### config.mk
export PLATFORM = sky130hd
export DESIGN_NAME = maze_backtracker_generator
export DESIGN_NICKNAME = d
export VERILOG_FILES = /design/src/rtl/mbg_pkg.sv /design/src/rtl/mbg_wall_map.sv /design/src/rtl/mbg_cell_stack.sv /design/src/rtl/mbg_ctrl.sv /design/src/rtl/maze_backtracker_generator.sv
export SDC_FILE = /design/constraint.sdc
export NUM_CORES = 2
export LEC_CHECK = 0
export BUFFER_PORTS_ARGS = -buffer_cell sky130_fd_sc_hd__buf_2
export CORE_ASPECT_RATIO = 0.9
export CORE_MARGIN = 2
export CORE_UTILIZATION = 25
export CTS_CLUSTER_DIAMETER = 120
export DETAILED_ROUTE_END_ITERATION = 8
export PLACE_DENSITY = 0.45
export SYNTH_ARGS = -nofsm -noshare
export SYNTH_HDL_FRONTEND = slang
export SYNTH_SLANG_ARGS = --single-unit
export TNS_END_PERCENT = 10
### constraint.sdc
create_clock -name clk -period 36.2 [get_ports clk]
set_input_delay 7.24 -clock clk [delete_from_list [all_inputs] [get_ports clk]]
set_output_delay 7.24 -clock clk [all_outputs]
set_load 0.01 [all_outputs]
### src/rtl/mbg_pkg.sv
package mbg_pkg;

	localparam int MAP_DIM     = 32;
	localparam int STACK_DEPTH = 256;

	localparam int COORD_W    = $clog2(MAP_DIM);
	localparam int SP_W       = $clog2(STACK_DEPTH);
	localparam int CNT_W      = $clog2(STACK_DEPTH + 1);
	localparam int FIELD_W    = 5;
	localparam int SEED_W     = 32;
	localparam int CFG_IDX_W  = 2;
	localparam int CFG_DATA_W = 32;

	localparam logic [SEED_W-1:0] LFSR_TAPS = 32'h8020_0003;

	typedef enum logic [CFG_IDX_W-1:0] {
		CFG_LFSR_SEED = 2'd0,
		CFG_START_COL = 2'd1,
		CFG_START_ROW = 2'd2
	} cfg_reg_t;

	typedef logic [MAP_DIM-1:0]   row_t;
	typedef logic [COORD_W-1:0]   coord_t;
	typedef logic [2*COORD_W-1:0] cell_t;

	typedef struct packed {
		logic [SEED_W-1:0]  seed;
		logic [FIELD_W-1:0] start_col;
		logic [FIELD_W-1:0] start_row;
	} cfg_t;

	// one read row, one masked write row per cycle
	typedef struct packed {
		coord_t rd_addr;
		logic   wr_en;
		coord_t wr_addr;
		row_t   wr_data;
		row_t   wr_mask;
	} map_req_t;

	typedef struct packed {
		logic [SP_W-1:0] rd_addr;
		logic            wr_en;
		logic [SP_W-1:0] wr_addr;
		cell_t           wr_data;
	} stack_req_t;

endpackage

### src/rtl/mbg_wall_map.sv
module mbg_wall_map (
	input  logic              clk,
	input  mbg_pkg::map_req_t req,
	output mbg_pkg::row_t     rd_data
);
	import mbg_pkg::*;

	// one row of wall bits per word, 1 = wall
	row_t mem [MAP_DIM];

	always_ff @(posedge clk) begin
		rd_data <= mem[req.rd_addr];
		if (req.wr_en) begin
			for (int b = 0; b < MAP_DIM; b++) begin
				if (req.wr_mask[b]) begin
					mem[req.wr_addr][b] <= req.wr_data[b];
				end
			end
		end
	end

endmodule

### src/rtl/mbg_cell_stack.sv
module mbg_cell_stack (
	input  logic                clk,
	input  mbg_pkg::stack_req_t req,
	output mbg_pkg::cell_t      rd_data
);
	import mbg_pkg::*;

	cell_t mem [STACK_DEPTH];

	always_ff @(posedge clk) begin
		rd_data <= mem[req.rd_addr];
		if (req.wr_en) begin
			mem[req.wr_addr] <= req.wr_data;
		end
	end

endmodule

### src/rtl/mbg_ctrl.sv
module mbg_ctrl (
	input  logic                         clk,
	input  logic                         arst_n,
	input  logic                         start,
	input  logic                         restart,
	output logic                         busy,
	input  mbg_pkg::cfg_t                cfg,
	output mbg_pkg::map_req_t            map_req,
	input  mbg_pkg::row_t                map_rd_data,
	output mbg_pkg::stack_req_t          stk_req,
	input  mbg_pkg::cell_t               stk_rd_data,
	output logic                         done,
	output logic [mbg_pkg::FIELD_W-1:0]  cell_col,
	output logic [mbg_pkg::FIELD_W-1:0]  cell_row,
	output logic [mbg_pkg::FIELD_W-1:0]  gap_col,
	output logic [mbg_pkg::FIELD_W-1:0]  gap_row,
	output logic                         carved,
	output logic                         backtracked,
	output logic                         finished
);
	import mbg_pkg::*;

	typedef enum logic [3:0] {
		ST_IDLE,
		ST_CLEAR,
		ST_TOP,
		ST_ROW_C,
		ST_ROW_P,
		ST_ROW_M,
		ST_PICK,
		ST_CUT_CELL,
		ST_CUT_GAP
	} state_t;

	typedef enum logic [1:0] {
		DIR_YP,
		DIR_YM,
		DIR_XP,
		DIR_XM
	} dir_t;

	localparam coord_t             LAST_IDX  = coord_t'(MAP_DIM - 1);
	localparam coord_t             TWO       = coord_t'(2);
	localparam coord_t             ONE       = coord_t'(1);
	localparam logic [COORD_W:0]   GRID_LIM  = (COORD_W + 1)'(MAP_DIM);
	localparam logic [CNT_W-1:0]   DEPTH_LIM = CNT_W'(STACK_DEPTH);

	function automatic logic [3:0] digit_sum(input logic [7:0] b);
		logic [3:0] s;
		s = '0;
		for (int i = 0; i < 4; i++) begin
			s = s + 4'(b[2*i +: 2]);
		end
		return s;
	endfunction

	// base-4 digit sums keep the residue mod 3
	function automatic logic [1:0] mod3_reduce(input logic [3:0] g0, input logic [3:0] g1,
			input logic [3:0] g2, input logic [3:0] g3);
		logic [5:0] s;
		logic [3:0] t;
		s = 6'(g0) + 6'(g1) + 6'(g2) + 6'(g3);
		t = 4'(s[1:0]) + 4'(s[3:2]) + 4'(s[5:4]);
		if (t >= 4'd6) begin
			t = t - 4'd6;
		end else if (t >= 4'd3) begin
			t = t - 4'd3;
		end
		return t[1:0];
	endfunction

	function automatic dir_t nth_dir(input logic [3:0] avail, input logic [1:0] idx);
		dir_t       d;
		logic [1:0] seen;
		d    = DIR_YP;
		seen = '0;
		for (int i = 0; i < 4; i++) begin
			if (avail[i]) begin
				if (seen == idx) begin
					d = dir_t'(2'(i));
				end
				seen = seen + 2'd1;
			end
		end
		return d;
	endfunction

	state_t             state_q;
	coord_t             row_q;
	logic [CNT_W-1:0]   count_q;
	logic [SEED_W-1:0]  lfsr_q;
	logic [SEED_W-1:0]  pick_q;
	logic [3:0]         grp_q [4];
	logic [1:0]         mod3_q;
	coord_t             sx_q, sy_q;
	coord_t             cx_q, cy_q;
	logic               xp_q, xm_q, yp_q;
	dir_t               dir_q;
	coord_t             nx_q, ny_q, gx_q, gy_q;
	logic               done_q;
	logic [FIELD_W-1:0] cell_col_q, cell_row_q, gap_col_q, gap_row_q;
	logic               carved_q, backtracked_q, finished_q;

	logic [SEED_W-1:0]  lfsr_next_c;
	coord_t             sx_c, sy_c;
	logic [COORD_W:0]   cxp2_c, cyp2_c;
	logic               xp_ok_c, xm_ok_c, yp_ok_c, ym_ok_c;
	logic [3:0]         avail_c;
	logic [2:0]         n_c;
	logic [1:0]         idx_c;
	dir_t               dir_c;
	coord_t             nx_c, ny_c, gx_c, gy_c;

	assign busy        = (state_q != ST_IDLE);
	assign done        = done_q;
	assign cell_col    = cell_col_q;
	assign cell_row    = cell_row_q;
	assign gap_col     = gap_col_q;
	assign gap_row     = gap_row_q;
	assign carved      = carved_q;
	assign backtracked = backtracked_q;
	assign finished    = finished_q;

	assign lfsr_next_c = (lfsr_q >> 1) ^ (lfsr_q[0] ? LFSR_TAPS : '0);

	assign sx_c = (32'(cfg.start_col) >= 32'(MAP_DIM)) ? LAST_IDX : coord_t'(cfg.start_col);
	assign sy_c = (32'(cfg.start_row) >= 32'(MAP_DIM)) ? LAST_IDX : coord_t'(cfg.start_row);

	assign cxp2_c  = {1'b0, cx_q} + (COORD_W + 1)'(2);
	assign cyp2_c  = {1'b0, cy_q} + (COORD_W + 1)'(2);
	assign xp_ok_c = (cxp2_c < GRID_LIM) && map_rd_data[cxp2_c[COORD_W-1:0]];
	assign xm_ok_c = (cx_q >= TWO) && map_rd_data[cx_q - TWO];
	assign yp_ok_c = (cyp2_c < GRID_LIM) && map_rd_data[cx_q];
	assign ym_ok_c = (cy_q >= TWO) && map_rd_data[cx_q];

	// bit i follows the search order +y, -y, +x, -x
	assign avail_c = {xm_q, xp_q, ym_ok_c, yp_q};
	assign n_c     = 3'(avail_c[0]) + 3'(avail_c[1]) + 3'(avail_c[2]) + 3'(avail_c[3]);

	always_comb begin
		case (n_c)
			3'd1:    idx_c = 2'd0;
			3'd2:    idx_c = {1'b0, pick_q[0]};
			3'd3:    idx_c = mod3_q;
			default: idx_c = pick_q[1:0];
		endcase
	end

	assign dir_c = nth_dir(avail_c, idx_c);

	always_comb begin
		nx_c = cx_q;
		ny_c = cy_q;
		gx_c = cx_q;
		gy_c = cy_q;
		case (dir_c)
			DIR_YP: begin
				ny_c = cy_q + TWO;
				gy_c = cy_q + ONE;
			end
			DIR_YM: begin
				ny_c = cy_q - TWO;
				gy_c = cy_q - ONE;
			end
			DIR_XP: begin
				nx_c = cx_q + TWO;
				gx_c = cx_q + ONE;
			end
			default: begin
				nx_c = cx_q - TWO;
				gx_c = cx_q - ONE;
			end
		endcase
	end

	// memory requests
	always_comb begin
		map_req         = '0;
		stk_req         = '0;
		stk_req.rd_addr = count_q[SP_W-1:0];
		case (state_q)
			ST_CLEAR: begin
				map_req.wr_en   = 1'b1;
				map_req.wr_addr = row_q;
				map_req.wr_mask = '1;
				map_req.wr_data = '1;
				if (row_q == sy_q) begin
					map_req.wr_data[sx_q] = 1'b0;
				end
				if (row_q == LAST_IDX) begin
					stk_req.wr_en   = 1'b1;
					stk_req.wr_addr = '0;
					stk_req.wr_data = {sy_q, sx_q};
				end
			end
			ST_ROW_C: begin
				map_req.rd_addr = stk_rd_data[2*COORD_W-1:COORD_W];
			end
			ST_ROW_P: begin
				map_req.rd_addr = cy_q + TWO;
			end
			ST_ROW_M: begin
				map_req.rd_addr = cy_q - TWO;
			end
			ST_CUT_CELL: begin
				map_req.wr_en         = 1'b1;
				map_req.wr_addr       = ny_q;
				map_req.wr_mask[nx_q] = 1'b1;
				if (dir_q inside {DIR_XP, DIR_XM}) begin
					map_req.wr_mask[gx_q] = 1'b1;
				end
				if (count_q < DEPTH_LIM) begin
					stk_req.wr_en   = 1'b1;
					stk_req.wr_addr = count_q[SP_W-1:0];
					stk_req.wr_data = {ny_q, nx_q};
				end
			end
			ST_CUT_GAP: begin
				map_req.wr_en         = 1'b1;
				map_req.wr_addr       = gy_q;
				map_req.wr_mask[gx_q] = 1'b1;
			end
			default: begin
			end
		endcase
	end

	always_ff @(posedge clk or negedge arst_n) begin
		if (!arst_n) begin
			state_q <= ST_IDLE;
			row_q   <= '0;
			count_q <= '0;
			lfsr_q  <= SEED_W'(1);
			done_q  <= 1'b0;
		end else begin
			done_q <= 1'b0;
			case (state_q)
				ST_IDLE: begin
					if (start) begin
						if (restart) begin
							sx_q    <= sx_c;
							sy_q    <= sy_c;
							lfsr_q  <= (cfg.seed == '0) ? SEED_W'(1) : cfg.seed;
							count_q <= '0;
							row_q   <= '0;
							state_q <= ST_CLEAR;
						end else begin
							pick_q <= lfsr_q;
							lfsr_q <= lfsr_next_c;
							if (count_q == '0) begin
								done_q        <= 1'b1;
								cell_col_q    <= '0;
								cell_row_q    <= '0;
								gap_col_q     <= '0;
								gap_row_q     <= '0;
								carved_q      <= 1'b0;
								backtracked_q <= 1'b0;
								finished_q    <= 1'b1;
							end else begin
								count_q <= count_q - CNT_W'(1);
								state_q <= ST_TOP;
							end
						end
					end
				end
				ST_CLEAR: begin
					if (row_q == LAST_IDX) begin
						count_q       <= CNT_W'(1);
						done_q        <= 1'b1;
						cell_col_q    <= FIELD_W'(sx_q);
						cell_row_q    <= FIELD_W'(sy_q);
						gap_col_q     <= FIELD_W'(sx_q);
						gap_row_q     <= FIELD_W'(sy_q);
						carved_q      <= 1'b1;
						backtracked_q <= 1'b0;
						finished_q    <= 1'b0;
						state_q       <= ST_IDLE;
					end else begin
						row_q <= row_q + ONE;
					end
				end
				ST_TOP: begin
					for (int i = 0; i < 4; i++) begin
						grp_q[i] <= digit_sum(pick_q[8*i +: 8]);
					end
					state_q <= ST_ROW_C;
				end
				ST_ROW_C: begin
					cx_q    <= stk_rd_data[COORD_W-1:0];
					cy_q    <= stk_rd_data[2*COORD_W-1:COORD_W];
					mod3_q  <= mod3_reduce(grp_q[0], grp_q[1], grp_q[2], grp_q[3]);
					state_q <= ST_ROW_P;
				end
				ST_ROW_P: begin
					xp_q    <= xp_ok_c;
					xm_q    <= xm_ok_c;
					state_q <= ST_ROW_M;
				end
				ST_ROW_M: begin
					yp_q    <= yp_ok_c;
					state_q <= ST_PICK;
				end
				ST_PICK: begin
					if (n_c == 3'd0) begin
						done_q        <= 1'b1;
						cell_col_q    <= '0;
						cell_row_q    <= '0;
						gap_col_q     <= '0;
						gap_row_q     <= '0;
						carved_q      <= 1'b0;
						backtracked_q <= 1'b1;
						finished_q    <= 1'b0;
						state_q       <= ST_IDLE;
					end else begin
						// popped entry still holds this cell: restore the count
						count_q <= count_q + CNT_W'(1);
						dir_q   <= dir_c;
						nx_q    <= nx_c;
						ny_q    <= ny_c;
						gx_q    <= gx_c;
						gy_q    <= gy_c;
						state_q <= ST_CUT_CELL;
					end
				end
				ST_CUT_CELL: begin
					if (count_q < DEPTH_LIM) begin
						count_q <= count_q + CNT_W'(1);
					end
					if (dir_q inside {DIR_XP, DIR_XM}) begin
						done_q        <= 1'b1;
						cell_col_q    <= FIELD_W'(nx_q);
						cell_row_q    <= FIELD_W'(ny_q);
						gap_col_q     <= FIELD_W'(gx_q);
						gap_row_q     <= FIELD_W'(gy_q);
						carved_q      <= 1'b1;
						backtracked_q <= 1'b0;
						finished_q    <= 1'b0;
						state_q       <= ST_IDLE;
					end else begin
						state_q <= ST_CUT_GAP;
					end
				end
				ST_CUT_GAP: begin
					done_q        <= 1'b1;
					cell_col_q    <= FIELD_W'(nx_q);
					cell_row_q    <= FIELD_W'(ny_q);
					gap_col_q     <= FIELD_W'(gx_q);
					gap_row_q     <= FIELD_W'(gy_q);
					carved_q      <= 1'b1;
					backtracked_q <= 1'b0;
					finished_q    <= 1'b0;
					state_q       <= ST_IDLE;
				end
				default: begin
					state_q <= ST_IDLE;
				end
			endcase
		end
	end

endmodule

### src/rtl/maze_backtracker_generator.sv
// Channel   Handshake                 Payload
// -------   -----------------------   ---------------------------------------------
// input     start & !busy             restart
// result    done (one-cycle strobe)   cell_col cell_row gap_col gap_row
//                                     carved backtracked finished
// config    cfg_we                    cfg_idx cfg_wdata
//
// A step beat pops the top cell from the stack, then reads three rows in turn
// through the single read port of the row-wide wall map; a top cell that
// backtracks answers after the pick, a sideways carve after the cell write and
// a carve up or down after the follow-up gap write. A step on an empty stack
// answers in the cycle after it is accepted. A restart refills the map one row
// per cycle before it answers. busy is low in the cycle of done, so the next
// beat may start there. Reset clears control state only; the wall map is not
// swept after reset because it is never read before a restart refills it. The
// receiver cannot stall: each result is shown for exactly one cycle.
module maze_backtracker_generator (
	input  logic                            clk,
	input  logic                            arst_n,
	input  logic                            start,
	output logic                            busy,
	input  logic                            restart,
	input  logic                            cfg_we,
	input  logic [mbg_pkg::CFG_IDX_W-1:0]   cfg_idx,
	input  logic [mbg_pkg::CFG_DATA_W-1:0]  cfg_wdata,
	output logic                            done,
	output logic [mbg_pkg::FIELD_W-1:0]     cell_col,
	output logic [mbg_pkg::FIELD_W-1:0]     cell_row,
	output logic [mbg_pkg::FIELD_W-1:0]     gap_col,
	output logic [mbg_pkg::FIELD_W-1:0]     gap_row,
	output logic                            carved,
	output logic                            backtracked,
	output logic                            finished
);
	import mbg_pkg::*;

	cfg_t       cfg_q;
	map_req_t   map_req;
	row_t       map_rd_data;
	stack_req_t stk_req;
	cell_t      stk_rd_data;

	// Configuration registers, written by the user only while idle (left to the user);
	// they take the write directly; an index past the last register is dropped.
	always_ff @(posedge clk or negedge arst_n) begin
		if (!arst_n) begin
			cfg_q.seed      <= SEED_W'(1);
			cfg_q.start_col <= FIELD_W'(1);
			cfg_q.start_row <= FIELD_W'(1);
		end else if (cfg_we) begin
			case (cfg_idx)
				CFG_LFSR_SEED: cfg_q.seed      <= cfg_wdata[SEED_W-1:0];
				CFG_START_COL: cfg_q.start_col <= cfg_wdata[FIELD_W-1:0];
				CFG_START_ROW: cfg_q.start_row <= cfg_wdata[FIELD_W-1:0];
				default: begin
				end
			endcase
		end
	end

	// Sequencer: pops the top cell, probes its four neighbours, picks one with the
	// LFSR and writes the carved cells and the push back; a restart refills the map.
	mbg_ctrl u_ctrl (
		.clk         (clk),
		.arst_n      (arst_n),
		.start       (start),
		.restart     (restart),
		.busy        (busy),
		.cfg         (cfg_q),
		.map_req     (map_req),
		.map_rd_data (map_rd_data),
		.stk_req     (stk_req),
		.stk_rd_data (stk_rd_data),
		.done        (done),
		.cell_col    (cell_col),
		.cell_row    (cell_row),
		.gap_col     (gap_col),
		.gap_row     (gap_row),
		.carved      (carved),
		.backtracked (backtracked),
		.finished    (finished)
	);

	// Wall map: one grid row per word, bit-masked writes.
	mbg_wall_map u_wall_map (
		.clk     (clk),
		.req     (map_req),
		.rd_data (map_rd_data)
	);

	// Stack of packed {row, col} cell coordinates.
	mbg_cell_stack u_cell_stack (
		.clk     (clk),
		.req     (stk_req),
		.rd_data (stk_rd_data)
	);

endmodule

==> impl_metrics.env <==
export IMPL_outcome="complete, no violations"
export IMPL_min_path_type="register to register"
export IMPL_whs_ns=0.4867
export IMPL_drc=0
export IMPL_p_leak_nw=55.62
export IMPL_grt_usage=0.1466
export IMPL_layout_filler_cells=60850
export IMPL_ctsHoldBuffers=0
export IMPL_cts_resized=0
export IMPL_drt_initial_drc_count=9199
export IMPL_dp_hpwl_um=281300
export IMPL_vias_per_cell=4.782
export IMPL_clock_sinks=3836
export IMPL_synthArstFlopShare=0.02424
export IMPL_clk_pin_slew_ns=0.07
export IMPL_grt_max_degree=215
export IMPL_first_global_vias=82830
export IMPL_fmax_mhz=101.1
export IMPL_synth_edf_count=3701
export IMPL_gp_congestion=0.7907
export IMPL_crit_chain="nor4_1 > inv_1 > buf_2"
export IMPL_crit_required_ns=28.96
export IMPL_finalWirelength_um=473100
export IMPL_rsz0062_at_grt="no"
export IMPL_first_pass_iters=6
export IMPL_cp_slowest_cell="dfrtp_1"
export IMPL_path_max_fanout=23
export IMPL_final_cell_area_sq_um=178800
export IMPL_core_area_sq_um=618100
export IMPL_syn_area_sq_um=155000
export IMPL_netlist_instances=8402
export IMPL_start_util=0.2508
export IMPL_syn_nets=8510
export IMPL_placed_cell_area_sq_um=166200
export IMPL_tns_ns=0
export IMPL_grt_overflow=0
export IMPL_die_w_um=834.0
export IMPL_pin_count=64
export IMPL_critPathKind="register to output pin"
export IMPL_post_cts_buffers=0
export IMPL_die_area_sq_um=626400
export IMPL_arrival_ns=2.65
export IMPL_num_vias=82000
export IMPL_cp_start_kind="register"
export IMPL_placementRows=274
export IMPL_ys_types=76
export IMPL_worstMarginPinSlew_ns=1.393
export IMPL_setup_worst_path_end_class="output pin"
export IMPL_ys_seq_area_frac=0.7375
export IMPL_post_route_cells_drive_above_1_share=0.2298
export IMPL_final_max_slew_viol_count=0
export IMPL_fin_crit_sh=0.2732
export IMPL_clkLatencyLatePin_ns=1.02
export IMPL_cp_slowest_stage_delay_ns=0.66
export IMPL_htreeDepth=5
export IMPL_cts_buffer_depth=4
export IMPL_drtAntennaViolNets=0
export IMPL_wl_per_cell_um=27.59
export IMPL_clk_root_buffer_cell="clkbuf_16"
export IMPL_slew_headroom=0.07114
export IMPL_synth_seq_cells=3836
export IMPL_setup_viol=0
export IMPL_cts_tree="built"
export IMPL_ys_flop_type="edfxtp_1"
export IMPL_syn_mean_instance_area_sq_um=18.45
export IMPL_fin_crit_ns=9.890
export IMPL_grt_pass1_wl_um=659100
export IMPL_power_per_cell_area_nw_per_um2=74.05
export IMPL_maxCapViolCount=0
export IMPL_clock_skew_ns=0.1199
export IMPL_portBuffers=63
export IMPL_die_y_um=751.0
export IMPL_syn_to_final_growth_pct=15.35
export IMPL_final_nets=8642
export IMPL_vdd_ir_drop_max_v=0.00005910
export IMPL_hold_violations=0
export IMPL_yosys_warnings=0
export IMPL_grt_antenna_before_repair=50
export IMPL_cts_buffers=395
cells in the final DEF (no fill, tap or decap), types with 29 or more instances in the layout:
cell and instances:
clkinv_1 102, mux2_2 48, dfxtp_1 42, a22o_1 50
edfxtp_1 3701, a22oi_1 167, mux2i_1 330, clkinv_2 63
clkbuf_1 76, nand2_1 178, nand2_2 44, buf_2 62
a32o_1 32, a221oi_1 68, bufinv_16 29, nor2_2 31
buf_4 281, a21oi_1 91, inv_1 66, ha_1 42
o21ai_0 75, dfrtp_1 83, nand3_1 60, nor2_1 1307
mux4_2 882, clkbuf_16 398
report_power, final:
part / switching, mW / internal [mW] / total, mW
Combinational: 2.48 / 1.40 / 3.88
Clock: 1.78 / 2.25 / 4.03
Sequential: 0.143 / 5.19 / 5.33
Total: 4.40 / 8.84 / 13.2
cell usage after synthesis (7+ instances only):
master     count  area (sq um)
and3b_1        7         61.31
nor4_1        22         137.6
mux2_2        48         540.5
a22oi_1      167          1254
buf_2        177         885.9
and3_1        15         93.84
buf_4         36         270.3
inv_1         66         247.7
nand4_1       22         137.6
o31ai_1        9         67.56
xnor2_1       21         183.9
a22o_1        59         516.8
fa_1          27         540.5
nor3b_1       13         97.59
nor2_2        26         162.7
o21ai_0       76         380.4
a21oi_1      121         605.6
buf_6         21         236.5
clkbuf_1     331          1242
mux4_2       882         19860
nand2b_1      15         93.84
and2_1        11         68.82
ha_1          42         525.5
nand3_1       60         300.3
nor3_1        29         145.1
a211oi_1      10         75.07
nand2_1      223         837.1
nand3b_1       8         60.06
dfxtp_1       42         840.8
nor2b_1       33         206.5
dfrtp_1       89          2227
a21o_1        13         97.59
a31oi_1       11         68.82
a221oi_1      99         867.1
xor2_1        14         122.6
mux2i_1      330          3303
o22ai_1       19         118.9
o2111ai_1      7         61.31
edfxtp_1    3701        111100
buf_1         57         214.0
a32o_1        32         320.3
a32oi_1       11         96.34
nor2_1      1322          4962
worst paths after layout:
| path | endpoint | slack [ns] | from | depth (start not counted) |
|---|---|---|---|---|
| max in group asynchronous | u_ctrl.lfsr_q[27] | 28.57 | arst_n | 2 |
| hold / removal | u_ctrl.pick_q[5] | 0.49 | u_ctrl.lfsr_q[5] | 0 |
| setup reg to reg | u_cell_stack.rd_data[8] | 29.51 | u_ctrl.count_q[1] | 10 |
| min in group asynchronous | u_ctrl.count_q[6] | 6.27 | arst_n | 1 |
| hold reg to reg | u_ctrl.pick_q[5] | 0.49 | u_ctrl.lfsr_q[5] | 0 |
| setup / recovery | busy | 26.31 | u_ctrl.state_q[0] | 3 |
sequential cells by signal (all words and copies together), names as in the netlist, 9 cells and up:
register and flops:
u_wall_map.rd_data 32, u_ctrl.count_q 9, u_ctrl.lfsr_q 32, u_cell_stack.rd_data 10, u_cell_stack.mem 2560, u_ctrl.pick_q 32
u_wall_map.mem 1024, u_ctrl.grp_q 16, cfg_q 42
area by class of cell:
| type | count | area (sq um) | share of cell area |
|---|---|---|---|
| Sequential cell | 3836 | 114300 | 0.6394 |
| Multi-Input combinational cell | 3876 | 38600 | 0.2159 |
| Clock buffer | 484 | 10380 | 0.05807 |
| Tap cell | 8280 | 10360 | 0.05794 |
| Timing Repair Buffer | 357 | 2695 | 0.01507 |
| Clock inverter | 238 | 2163 | 0.01210 |
| Inverter | 68 | 255.2 | 0.001428 |
| Antenna cell | 10 | 25.02 | 0.0001400 |
worst max-delay path: cells and delay by family (launching register included):
family        cells  cell delay [ns]
buf+inv           2             0.39
simple gates      1             0.62
flops             1             0.66
cell families after synthesis:
| family | synth area share |
|---|---|
| AO/OA/AOI/OAI | 0.03148 |
| XOR/XNOR | 0.001978 |
| adder cells (fa/ha/maj) | 0.006877 |
| buffers and inverters | 0.02003 |
| flip-flops | 0.7375 |
| multiplexers | 0.1529 |
| AND/OR/NAND/NOR | 0.04924 |
metal layers:
| layer | vias up | wire [um] | GRT usage |
|---|---|---|---|
| met2 | 3042 | 219300 | 0.2333 |
| met4 | 12 | 11060 | 0.03491 |
| met3 | 622 | 33940 | 0.02708 |
| met5 | - | 88 | 0 |
| met1 | 44580 | 208700 | 0.2079 |
| li1 | 33740 | - | - |
per-stage QoR:
step | util | setup slack, ns | total power, mW | instances
6_report | 0.2893 | 26.31 | 13.24 | 17150
5_1_grt | 0.2892 | 26.10 | 13.75 | 17140
4_1_cts | 0.2892 | 26.23 | 13.40 | 17140
3_5_place_dp | 0.2689 | 26.30 | 9.354 | 16420
3_3_place_gp | 0.2689 | 26.24 | 9.329 | 16420
2_1_floorplan | - | 22.98 | 7.784 | 8402
Note: power is estimated with default switching activity, not from simulation.
